### src/rtl/core/tcce_pkg.sv
// Shared types, codes and constants of the text console cursor engine.
// Used by every module under rtl/core; depends on nothing else.
package tcce_pkg;

    // Default screen geometry
    localparam int COLUMNS_DEFAULT = 80;
    localparam int ROWS_DEFAULT    = 25;

    // Fixed field widths
    localparam int KIND_W       = 2;
    localparam int CHAR_W       = 8;
    localparam int ATTR_W       = 8;
    localparam int ADDR_FIELD_W = 11;
    localparam int POS_W        = 11;
    localparam int CELL_W       = 16;
    localparam int CFG_INDEX_W  = 2;

    // Request kinds
    localparam logic [KIND_W-1:0] KIND_PUT   = 2'd0;
    localparam logic [KIND_W-1:0] KIND_CLEAR = 2'd1;
    localparam logic [KIND_W-1:0] KIND_READ  = 2'd2;

    // Character codes
    localparam logic [CHAR_W-1:0] CHAR_BS    = 8'h08;
    localparam logic [CHAR_W-1:0] CHAR_TAB   = 8'h09;
    localparam logic [CHAR_W-1:0] CHAR_LF    = 8'h0A;
    localparam logic [CHAR_W-1:0] CHAR_CR    = 8'h0D;
    localparam logic [CHAR_W-1:0] CHAR_SPACE = 8'h20;
    localparam logic [CHAR_W-1:0] CHAR_LAST  = 8'h7F;

    localparam int TAB_STEP = 8;

    // Configuration register indexes
    localparam logic [CFG_INDEX_W-1:0] CFG_CHAR_ATTR   = 2'd0;
    localparam logic [CFG_INDEX_W-1:0] CFG_SCROLL_ATTR = 2'd1;
    localparam logic [CFG_INDEX_W-1:0] CFG_CLEAR_ATTR  = 2'd2;

    // Attribute reset values
    localparam logic [ATTR_W-1:0] CHAR_ATTR_RESET   = 8'd10;
    localparam logic [ATTR_W-1:0] SCROLL_ATTR_RESET = 8'd10;
    localparam logic [ATTR_W-1:0] CLEAR_ATTR_RESET  = 8'd15;

    // Command queue depth between front and back
    localparam int QUEUE_DEPTH = 2;

    typedef struct packed {
        logic [KIND_W-1:0]       kind;
        logic [CHAR_W-1:0]       char_code;
        logic [ADDR_FIELD_W-1:0] cell_address;
    } in_item_t;

    typedef struct packed {
        logic [POS_W-1:0]  cursor_position;
        logic [CELL_W-1:0] cell_data;
    } out_item_t;

    typedef struct packed {
        logic [ATTR_W-1:0] char_attr;
        logic [ATTR_W-1:0] scroll_attr;
        logic [ATTR_W-1:0] clear_attr;
    } attr_cfg_t;

    // Classified operations
    typedef enum logic [2:0] {
        OP_NOP,
        OP_BS,
        OP_TAB,
        OP_CR,
        OP_LF,
        OP_PRINT,
        OP_CLEAR,
        OP_READ
    } op_t;

    typedef struct packed {
        op_t                     op;
        logic [CHAR_W-1:0]       code;
        logic [ADDR_FIELD_W-1:0] cell_address;
    } cmd_t;

endpackage

### src/rtl/core/tcce_queue.sv
// Short command queue that decouples the front end from the back end.
// Depends on tcce_pkg.
module tcce_queue (
    input  logic           clk,
    input  logic           rst_n,
    input  logic           wr_en,
    input  tcce_pkg::cmd_t wr_data,
    output logic           full,
    input  logic           rd_en,
    output tcce_pkg::cmd_t rd_data,
    output logic           valid
);

    localparam int Depth = tcce_pkg::QUEUE_DEPTH;
    localparam int PtrW  = (Depth > 1) ? $clog2(Depth) : 1;
    localparam int CntW  = $clog2(Depth + 1);

    tcce_pkg::cmd_t      slots [Depth];
    logic [PtrW-1:0]     wr_ptr_reg;
    logic [PtrW-1:0]     rd_ptr_reg;
    logic [CntW-1:0]     count_reg;
    logic                do_wr;
    logic                do_rd;

    assign full    = count_reg == CntW'(Depth);
    assign valid   = count_reg != '0;
    assign rd_data = slots[rd_ptr_reg];
    assign do_wr   = wr_en & ~full;
    assign do_rd   = rd_en & valid;

    // Storage
    always_ff @(posedge clk)
    begin
        if (do_wr)
            slots[wr_ptr_reg] <= wr_data;
    end

    // Pointers and fill count
    always_ff @(posedge clk or negedge rst_n)
    begin
        if (!rst_n)
        begin
            wr_ptr_reg <= '0;
            rd_ptr_reg <= '0;
            count_reg  <= '0;
        end
        else
        begin
            if (do_wr)
                wr_ptr_reg <= (wr_ptr_reg == PtrW'(Depth - 1)) ? '0
                                                              : wr_ptr_reg + PtrW'(1);
            if (do_rd)
                rd_ptr_reg <= (rd_ptr_reg == PtrW'(Depth - 1)) ? '0
                                                              : rd_ptr_reg + PtrW'(1);
            if (do_wr && !do_rd)
                count_reg <= count_reg + CntW'(1);
            else if (do_rd && !do_wr)
                count_reg <= count_reg - CntW'(1);
        end
    end

endmodule

### config.mk
export PLATFORM = sky130hd
export DESIGN_NAME = tcce_queue
export DESIGN_NICKNAME = d
export VERILOG_FILES = /design/src/rtl/core/tcce_pkg.sv /design/src/rtl/core/tcce_queue.sv
export SDC_FILE = /design/constraint.sdc
export NUM_CORES = 1
export LEC_CHECK = 0
export BUFFER_PORTS_ARGS = -buffer_cell sky130_fd_sc_hd__buf_4
export CELL_PAD_IN_SITES_DETAIL_PLACEMENT = 0
export CELL_PAD_IN_SITES_GLOBAL_PLACEMENT = 2
export CORE_AREA = 5 5 74 76
export CTS_CLUSTER_DIAMETER = 100
export CTS_CLUSTER_SIZE = 14
export DETAILED_ROUTE_END_ITERATION = 10
export DIE_AREA = 0 0 79 81
export PLACE_DENSITY_LB_ADDON = 0.1
export SLEW_MARGIN = 20
export SYNTH_ARGS = -nofsm -noshare
export SYNTH_HDL_FRONTEND = slang
export SYNTH_SLANG_ARGS = --single-unit
### constraint.sdc
create_clock -name clk -period 3.1 [get_ports clk]
set_input_delay 0.31 -clock clk [delete_from_list [all_inputs] [get_ports clk]]
set_output_delay 0.31 -clock clk [all_outputs]
set_load 0.005 [all_outputs]
==> summary.txt <==
Synthesis
  • Yosys reg bits: 48
  • Synth top area share: 73.7%
  • Seq/Total Area, Yosys: 79.3%
  • Yosys warnings: 0
  • Net count after synthesis: 114
  • Syn_area_per_cell: 20.6 um^2
  • Mapped cell area: 1790 um^2
  • Leading area contributor after synthesis: edfxtp_1
  • Cells after Synth: 87
  • Post-synth cell types: 14
  • Top cells by area, synth: edfxtp_1 74%, mux2_2 14%, dfrtp_1 5.6%

GRT
  • Busiest grt layer: met2
  • Total track usage: 10.5%
  • Vias in the first global route: 998
  • First-pass GRT wire length: 4950 um
  • Initial antenna violation count: 0
  • Largest net degree at the start of global routing: 24
  • GR Util met2: 17.2%
  • Gr ovfl total: 0
  • GR Layer Usage met3: 4.55%
  • M1 GR Usage: 12.6%

Floorplanning
  • Total die area: 6400 um^2
  • Io pins: 50
  • Starting Density: 38.4%
  • Die X: 79 um
  • Row cnt: 25
  • Die height: 81 um
  • Core Box Area: 4660 um^2

Worst setup path
  • Arrival @ worst endpoint: 1860 ps
  • Worst Path Max Fanout: 23
  • Worst setup SP type: register
  • WP data required: 2790 ps
  • Crit end category: primary output
  • Reg-to-reg slack, setup: 1260 ps
  • CP Class: reg2out

Detailed routing
  • Detailed Route WL: 3130 um
  • Number of vias per cell: 4.60
  • Initial detailed-routing violation count: 46
  • Drt drc: 0
  • Drt pass-1 iters: 2
  • Final ANT Viol Nets: 0
  • Post-DR wirelength/cell: 15.7 um
  • DR vias: 916

Final layout
  • FF/Latch Area: 1420 um^2
  • Area grow syn2layout: 30.6%
  • Leading cell types in the layout, fill and taps excluded: 51 x buf_4, 44 x edfxtp_1, 22 x mux2_2, 5 x clkbuf_8, 4 x dfrtp_1
  • Max reg flops: 44
  • Diodes inserted: 0
  • Share of layout cells above drive strength 1: 56.6%
  • Fillcell total: 410
  • Final Net Count: 171
  • Area of the multi-input gates: 343 um^2
  • Commonest non-fill, non-tap cell in the layout: buf_4
  • Design Area, Final: 2340 um^2

Clocking
  • CTS Buf Count: 5
  • # clock sinks: 48
  • CTS root buffer: clkbuf_8
  • CTS tree: built
  • Postcts setup bufs: 0
  • Reg clk slew, reported paths: 90 ps
  • Clk buf depth: 2
  • Clock Latency Late Sink: 290 ps
  • # H-tree levels: 2

STA
  • Endpoints failing setup: 0
  • Clock Skew: 4.79 ps
  • Final Hold Vio Count: 0
  • Worst-Margin Slew: 993 ps
  • Fmax: 0.461 GHz
  • Final period util: 69.9%
  • Post-route setup TNS: 0 ps
  • WHS: 197 ps
  • Final Critical Period: 2170 ps
  • Count of pins over their slew limit: 0
  • RSZ-0062 raised after global routing: no
  • Max_slew headroom: 33.8%

Flow run
  • Max-Cap Viols: 0

Placed design
  • DP Wirelength: 2150 um
  • Global placer's final weighted congestion: 0.639
  • Dpl cell area: 2220 um^2
  • I/O Buffers: 49

Min path
  • Hold crit path type: in2reg

Outcome
  • Status: finished clean

Power
  • Power Density: 873 nW/um^2
  • LEAKAGE: 0.905 nW
  • Peak supply drop: 0.000354 V
final timing paths:
check	cells past startpoint	startpoint	to
min	1	wr_data[6]	slots[0][6]
max	2	rd_ptr_reg	rd_data[12]
max reg2reg	4	count_reg[0]	slots[0][9]
min in group asynchronous	2	rst_n	count_reg[0]
min reg2reg	1	count_reg[1]	count_reg[1]
max in group asynchronous	2	rst_n	rd_ptr_reg
metrics by stage:
| step | utilization (%) | power [W] | instances | setup WS, ps |
|---|---|---|---|---|
| 2_1_floorplan | - | 0.00133 | 87 | 1130 |
| 3_3_place_gp | 47.7 | 0.00164 | 190 | 1210 |
| 3_5_place_dp | 47.7 | 0.00165 | 190 | 1200 |
| 4_1_cts | 50.2 | 0.00209 | 199 | 869 |
| 5_1_grt | 50.2 | 0.00218 | 199 | 795 |
| 6_report | 50.2 | 0.00204 | 199 | 932 |
cell usage after synthesis, drive strengths merged:
library cell	n
edfxtp	44
mux2	22
dfrtp	4
xnor2	3
buf	2
inv	2
nand2	2
nor2	2
xor2	2
and3	1
ha	1
nand2b	1
or2	1
cells by family after synthesis:
group	Yosys count	share of synthesized area, %
XOR/XNOR	5	2.44
AND/OR/NAND/NOR	7	2.03
buffers and inverters	4	1.68
adder cells (fa/ha/maj)	1	0.698
multiplexers	22	13.8
flip-flops	48	79.3
layout make-up:
type                            count  area share (%)
Sequential cell                    48            60.7
Timing Repair Buffer               52            16.8
Multi-Input combinational cell     35            14.7
Clock buffer                        6            3.10
Tap cell                           54            2.89
Clock inverter                      2            1.50
Inverter                            2           0.321
layer usage:
metal  wire length (um)  vias up
met5                  0        -
met4                 15        0
met3                194        2
met2               1540       31
met1               1380      442
li1                   -      441
what timing repair did:
action / 4_1_cts / 5_1_grt
gates resized for setup: 0 / 0
hold buffers: 1 / 0
endpoints found under the hold margin: 4 / 0
where the power goes:
part	internal, W	switching, W	total, W
Combinational	0.000381	0.000238	0.000619
Sequential	0.000889	0.000106	0.000995
Clock	0.000239	0.000189	0.000429
Total	0.00151	0.000533	0.00204
worst max-delay path: stages, from the launching register on:
cell and delay (ps):
dfrtp_1 1000, mux2_2 420, buf_4 140
Note: power is estimated with default switching activity, not from simulation.
