--- src/rtl/core/tcce_pkg.sv ---
// Shared types, codes and constants of the text console cursor engine.
// Used by every module under rtl/core; depends on nothing else.
package tcce_pkg;

    // Default screen geometry
    localparam int COLUMNS_DEFAULT = 80;
    localparam int ROWS_DEFAULT    = 25;

    // Fixed field widths
    localparam int KIND_W       = 2;
    localparam int CHAR_W       = 8;
    localparam int ATTR_W       = 8;
    localparam int ADDR_FIELD_W = 11;
    localparam int POS_W        = 11;
    localparam int CELL_W       = 16;
    localparam int CFG_INDEX_W  = 2;

    // Request kinds
    localparam logic [KIND_W-1:0] KIND_PUT   = 2'd0;
    localparam logic [KIND_W-1:0] KIND_CLEAR = 2'd1;
    localparam logic [KIND_W-1:0] KIND_READ  = 2'd2;

    // Character codes
    localparam logic [CHAR_W-1:0] CHAR_BS    = 8'h08;
    localparam logic [CHAR_W-1:0] CHAR_TAB   = 8'h09;
    localparam logic [CHAR_W-1:0] CHAR_LF    = 8'h0A;
    localparam logic [CHAR_W-1:0] CHAR_CR    = 8'h0D;
    localparam logic [CHAR_W-1:0] CHAR_SPACE = 8'h20;
    localparam logic [CHAR_W-1:0] CHAR_LAST  = 8'h7F;

    localparam int TAB_STEP = 8;

    // Configuration register indexes
    localparam logic [CFG_INDEX_W-1:0] CFG_CHAR_ATTR   = 2'd0;
    localparam logic [CFG_INDEX_W-1:0] CFG_SCROLL_ATTR = 2'd1;
    localparam logic [CFG_INDEX_W-1:0] CFG_CLEAR_ATTR  = 2'd2;

    // Attribute reset values
    localparam logic [ATTR_W-1:0] CHAR_ATTR_RESET   = 8'd10;
    localparam logic [ATTR_W-1:0] SCROLL_ATTR_RESET = 8'd10;
    localparam logic [ATTR_W-1:0] CLEAR_ATTR_RESET  = 8'd15;

    // Command queue depth between front and back
    localparam int QUEUE_DEPTH = 2;

    typedef struct packed {
        logic [KIND_W-1:0]       kind;
        logic [CHAR_W-1:0]       char_code;
        logic [ADDR_FIELD_W-1:0] cell_address;
    } in_item_t;

    typedef struct packed {
        logic [POS_W-1:0]  cursor_position;
        logic [CELL_W-1:0] cell_data;
    } out_item_t;

    typedef struct packed {
        logic [ATTR_W-1:0] char_attr;
        logic [ATTR_W-1:0] scroll_attr;
        logic [ATTR_W-1:0] clear_attr;
    } attr_cfg_t;

    // Classified operations
    typedef enum logic [2:0] {
        OP_NOP,
        OP_BS,
        OP_TAB,
        OP_CR,
        OP_LF,
        OP_PRINT,
        OP_CLEAR,
        OP_READ
    } op_t;

    typedef struct packed {
        op_t                     op;
        logic [CHAR_W-1:0]       code;
        logic [ADDR_FIELD_W-1:0] cell_address;
    } cmd_t;

endpackage

--- src/rtl/core/tcce_front.sv ---
// Front end: request handshake and classification of requests into commands.
// Depends on tcce_pkg.
module tcce_front #(
    parameter int COLUMNS = tcce_pkg::COLUMNS_DEFAULT,
    parameter int ROWS    = tcce_pkg::ROWS_DEFAULT
) (
    input  tcce_pkg::in_item_t in_item,
    input  logic               push,
    output logic               full,
    input  logic               queue_full,
    input  logic               init_busy,
    output tcce_pkg::cmd_t     cmd,
    output logic               cmd_push
);

    localparam int CellCount = COLUMNS * ROWS;
    localparam int CountW    = $clog2(CellCount + 1);
    localparam int CmpW      = (CountW > tcce_pkg::ADDR_FIELD_W) ? CountW
                                                                 : tcce_pkg::ADDR_FIELD_W;

    logic addr_ok;

    // Hold requests off while the queue is full or the store is cleared after reset
    assign full     = queue_full | init_busy;
    assign cmd_push = push & ~full;

    assign addr_ok = CmpW'(in_item.cell_address) < CmpW'(CellCount);

    // Classify; ignored codes, unused kinds and out-of-range reads become no-ops
    always_comb
    begin
        cmd.code         = in_item.char_code;
        cmd.cell_address = in_item.cell_address;
        cmd.op           = tcce_pkg::OP_NOP;
        case (in_item.kind)
            tcce_pkg::KIND_PUT:
            begin
                if (in_item.char_code == tcce_pkg::CHAR_BS)
                    cmd.op = tcce_pkg::OP_BS;
                else if (in_item.char_code == tcce_pkg::CHAR_TAB)
                    cmd.op = tcce_pkg::OP_TAB;
                else if (in_item.char_code == tcce_pkg::CHAR_CR)
                    cmd.op = tcce_pkg::OP_CR;
                else if (in_item.char_code == tcce_pkg::CHAR_LF)
                    cmd.op = tcce_pkg::OP_LF;
                else if (in_item.char_code inside
                         {[tcce_pkg::CHAR_SPACE:tcce_pkg::CHAR_LAST]})
                    cmd.op = tcce_pkg::OP_PRINT;
            end
            tcce_pkg::KIND_CLEAR:
                cmd.op = tcce_pkg::OP_CLEAR;
            tcce_pkg::KIND_READ:
            begin
                if (addr_ok)
                    cmd.op = tcce_pkg::OP_READ;
            end
            default:
                cmd.op = tcce_pkg::OP_NOP;
        endcase
    end

endmodule

--- config.mk ---
export PLATFORM = sky130hd
export DESIGN_NAME = tcce_front
export DESIGN_NICKNAME = d
export VERILOG_FILES = /design/src/rtl/core/tcce_pkg.sv /design/src/rtl/core/tcce_front.sv
export SDC_FILE = /design/constraint.sdc
export NUM_CORES = 1
export LEC_CHECK = 0
export BUFFER_PORTS_ARGS = -buffer_cell sky130_fd_sc_hd__buf_2
export CORE_AREA = 2 2 39 41
export DETAILED_ROUTE_END_ITERATION = 12
export DIE_AREA = 0 0 41 43
export MAX_ROUTING_LAYER = met4
export PLACE_DENSITY_LB_ADDON = 0.05
export SLEW_MARGIN = 20
export SYNTH_ARGS = -nofsm -noshare
export SYNTH_HDL_FRONTEND = slang
export SYNTH_SLANG_ARGS = --single-unit
--- constraint.sdc ---
create_clock -name vclk -period 0.8
set_input_delay 0.04 -clock vclk [all_inputs]
set_output_delay 0.04 -clock vclk [all_outputs]
set_load 0.05 [all_outputs]
==> out/results.tsv, run 1 <==
metric	value	unit
outcome	complete, but fails checks	
failing checks	setup timing	
Final WS setup	-148	ps
peak supply drop	0.000301	V
GP Congestion	0.600	
Die Span Y	43	um
CP Class	in -> out	
pre-CTS setup slack	-273	ps
Sw Share	64.1	%
final cell count without fillers	83	
Startpoint Class	input port	
detailed-router iteration count before antenna repair	1	
Mapped Cells	38	
# rows	14	
drt total wl	714	um
met3 WL	87	um
leakage	0.000270	uW
Pwr Density	888	nW/um^2
FILL cells	144	
first-pass GRT wire length	1.11	mm
via-per-instance ratio	4.00	
Core Region	1380	sq um
Gate power share	100.0	%
number of I/O port buffers	40	
Slew Viols, Final	0	
final antenna-violating net count	0	
most common cell after layout, fill and taps aside	buf_2	
crit share post-route	119	%
antenna violations before repair	0	
WP data required	760	ps
Reg area	0	sq um
Area growth, synth to finish	98.6	%
Max-slew headroom	79.3	%
Worst setup EP type	output pin	
P_int	170	uW
Max Used Layer	met4	
Worst-Margin Slew	308	ps
Min-Delay Path Class	in -> out	
number of hold buffers added after cts	0	
fin nets	93	
Hold Fails Final Rpt	0	
Flop pwr share	0	%
Mean Syn Cell Area	7.08	sq um
yosys warns	0	
clkbuf count	0	
met2 routed WL	368	um
Seq cells	0	
Top-Level Pins	48	
power share of the clock group	0	%
most frequent cells in the layout	33 x buf_2, 8 x buf_4, 6 x buf_6	
routed length per instance	8.60	um
share of layout cells above drive strength 1	91.0	%
Via Count	332	
unrepaired setup endpoints after global routing	yes	
area of the die	1760	sq um
All-Layer GR Usage	8.50	%
syn_nets	62	
DRT met1 WL	248	um
final setup vio count	3	
area of the multi-input gates	203	sq um
post-DP HPWL	681	um
worst-path fanout max	3	
synthesized area	269	sq um
data arrival time of the critical path	910	ps
Starting Density	19.4	%
Layout Utilization	38.6	%
grt ovf	0	
Yosys cell types	15	
antenna cells	0	
vias in the first global route	273	
drt drc	0	
setup tns final	-413	ps
Tot Pwr	474	uW
Fmax achieved	1.05	GHz
largest net degree at the start of global routing	5	
dpl cells	81	
Max Cap Violations	0	
Die X	41	um
number of DRC markers in iteration 0	0	
sequential element share of the synthesized area	0	%
hold path depth	0	
sw power	304	uW
clock period minus worst slack	948	ps
==> per-layer routing <==
layer / vias up / track usage [%]
met5: - / -
met4: 0 / 1.33
met3: 4 / 1.05
met2: 16 / 14.1
met1: 140 / 10.8
li1: 172 / -
==> path summary, 6_finish.rpt <==
path	from	end	slack (ps)
min	in_item[1]	cmd[1]	80
max	in_item[18]	cmd[19]	-150
==> Yosys cell counts (all sizes together) <==
library cell	n	area (sq um)
a211oi	1	7.51
a311oi	2	17.5
a31oi	1	6.26
buf	19	143
inv	1	3.75
nand4	1	6.26
nor2	3	11.3
nor2b	1	6.26
nor3	1	10.0
nor3b	1	12.5
o21ai	4	20.0
o21ba	1	10.0
or2	1	6.26
xnor2	1	8.76
==> critical path, stage by stage <==
cell      delay, ps
buf_8           100
nor3b_4         200
a311oi_2        150
a211oi_4        230
buf_6           190
==> layout make-up <==
type	count	area share [%]
well taps	16	3.75
multi-input cells	18	37.9
repair buffers	48	57.6
inverters	1	0.703
==> through the flow <==
step | instance area (sq um) | hold WS (ps)
detailed placement | 442 | 80.7
finish | 534 | 80.1
CTS | 485 | 80.7
floorplan | 319 | 143
global placement | 442 | 80.7
global route | 534 | 80.1
==> logic make-up after synthesis <==
group | share of synthesized area (%)
simple gates | 19.5
xor+xnor | 3.26
buf+inv | 54.4
compound gates | 22.8
==> power by group through the flow <==
stage	combinational (uW)	sequential (uW)	clock (uW)
2_1_floorplan	381	0	0
3_3_place_gp	424	0	0
3_5_place_dp	422	0	0
4_1_cts	453	0	0
5_1_grt	500	0	0
6_report	474	0	0
==> what timing repair did <==
item / 4_1_cts / 5_1_grt
gates resized for setup: 13 / 9
pin swaps: 4 / 5
setup buffers: 0 / 2
setup endpoints to repair: 3 / 3
No activity file was read; power rests on OpenSTA's default activity.
==> inputs of run 2 (changes only) <==
Settings changed: CELL_PAD_IN_SITES_DETAIL_PLACEMENT set to 2, CELL_PAD_IN_SITES_GLOBAL_PLACEMENT set to 2, CORE_AREA 2 2 39 41 to not set, CORE_MARGIN set to 2, CORE_UTILIZATION set to 11, DIE_AREA 0 0 41 43 to not set.
==> run 2 against run 1 <==
  * The run still ends with setup timing left
  * Total power down 6.5%
  * Non-clock buffer count down 5
  * Combinational power shrank 6.5%
  * Largest cell class unchanged
  * Global-route usage fell by 1.8 points
  * Setup slack worse by 38 ps
  * Via count up 3.9%
  * Final cell count is 8.4% higher
==> out/results.tsv, run 2 (same netlist as run 1, synthesis figures left out) <==
metric	value	unit	change
outcome	complete, but fails checks		
failing checks	setup timing		
number of hold buffers added after cts	0		unchanged
Reg area	0	sq um	unchanged
unrepaired setup endpoints after global routing	yes		
critical path's slowest cell	nor3b_4		
most frequent cells in the layout	35 x buf_2, 4 x buf_6, 3 x buf_4		
All-Layer GR Usage	6.69	%	-1.8 points
via-per-instance ratio	3.83		-4.2%
Top-Level Pins	48		unchanged
antenna violations before repair	0		unchanged
Worst-Margin Slew	308	ps	-0.0439 ps
GP Congestion	0.575		-4.1%
Max-slew headroom	79.3	%	about the same
drt drc	0		unchanged
drt total wl	978	um	+37%
final antenna-violating net count	0		unchanged
Die X	53.5	um	+30%
detailed-router iteration count before antenna repair	2		+1
data arrival time of the critical path	950	ps	+40 ps
final setup vio count	3		unchanged
Core Region	2250	sq um	+63%
critical path launch point	in_item[15]		
worst-path fanout max	3		unchanged
Via Count	345		+3.9%
Min-Delay Path Class	in -> out		
hold path depth	0		unchanged
pre-CTS setup slack	-283	ps	-9.98 ps
Startpoint Class	input port		
area of the die	2860	sq um	+62%
crit share post-route	123	%	+4.7 points
fin nets	88		-5.4%
buffers inserted by post-CTS timing repair	0		unchanged
Hold Fails Final Rpt	0		unchanged
peak supply drop	0.000184	V	-39%
Finished Cell Area	475	sq um	-11%
most common cell after layout, fill and taps aside	buf_2		
worst hold path endpoint	cmd[2]		
first-pass GRT wire length	1.44	mm	+30%
WP data required	760	ps	about the same
slowest cell delay on critical path	270	ps	+40 ps
Fmax achieved	1.01	GHz	-3.8%
worst hold start	in_item[2]		
routed length per instance	10.9	um	+26%
number of DRC markers in iteration 0	1		+1
worst path cell trace	buf_8 -> nor3b_4 -> a311oi_2 -> a211oi_4 -> buf_6		
clkbuf count	0		unchanged
leakage	0.000235	uW	-13%
Final WS setup	-186	ps	-37.9 ps
# rows	17		+3
Seq cells	0		unchanged
antenna cells	0		unchanged
CP Class	in -> out		
Area growth, synth to finish	76.7	%	
Die Span Y	53.5	um	+24%
number of I/O port buffers	40		unchanged
Max Cap Violations	0		unchanged
largest net degree at the start of global routing	5		unchanged
Pwr Density	932	nW/um^2	+5.0%
Worst setup EP type	output pin		
vias in the first global route	322		+18%
share of layout cells above drive strength 1	83.9	%	-7.2 points
placed instance area	434	sq um	-1.7%
Slew Viols, Final	0		unchanged
clock period minus worst slack	986	ps	+37.9 ps
post-DP HPWL	920	um	+35%
Starting Density	11.9	%	-7.5 points
grt ovf	0		unchanged
FILL cells	288		+100%
run 2: metal layers:
| layer | vias up | track usage (%) | routed length, um |
|---|---|---|---|
| li1 | 160 | - | - |
| met1 | 157 | 7.35 | 327 |
| met2 | 24 | 13.0 | 513 |
| met3 | 4 | 0.847 | 126 |
| met4 | 0 | 0.855 | 10 |
| met5 | - | - | 0 |
run 2: worst max path at each step:
stage | slack [ps] | end
after floorplan | -120 | cmd[19]
final | -190 | cmd[19]
after detailed placement | -280 | cmd[19]
after global routing | -230 | cmd[19]
after CTS | -190 | cmd[19]
after global placement | -300 | cmd[19]
run 2: report_power, final:
group	total [uW]	internal, uW	switching (uW)
sequential	0	0	0
combinational	443	144	300
clock	0	0	0
total	443	144	300
run 2: cell type report:
class	count	area, sq um	share of cell area [%]
Timing Repair Buffer	43	258	54.2
Inverter	1	3.75	0.789
Tap cell	28	35.0	7.37
Multi-Input combinational cell	18	179	37.6
run 2: critical path, delay by kind of cell:
kind / cells / cell delay, ps
compound gates: 2 / 340
buf+inv: 2 / 290
simple gates: 1 / 270
run 2: through the flow:
stage | hold WS [ps] | utilization [%] | std cells | total power [uW] | TNS [ps]
CTS | 80.7 | 20.9 | 90 | 448 | -478
detailed placement | 80.7 | 19.3 | 90 | 418 | -801
finish | 80.1 | 21.1 | 90 | 443 | -472
floorplan | 143 | - | 38 | 381 | -198
global route | 80.1 | 21.1 | 90 | 467 | -602
global placement | 80.7 | 19.3 | 90 | 419 | -826
run 2: what timing repair did:
item	CTS	global route
pin swaps	3	0
setup endpoints to repair	3	3
gates resized for setup	13	1
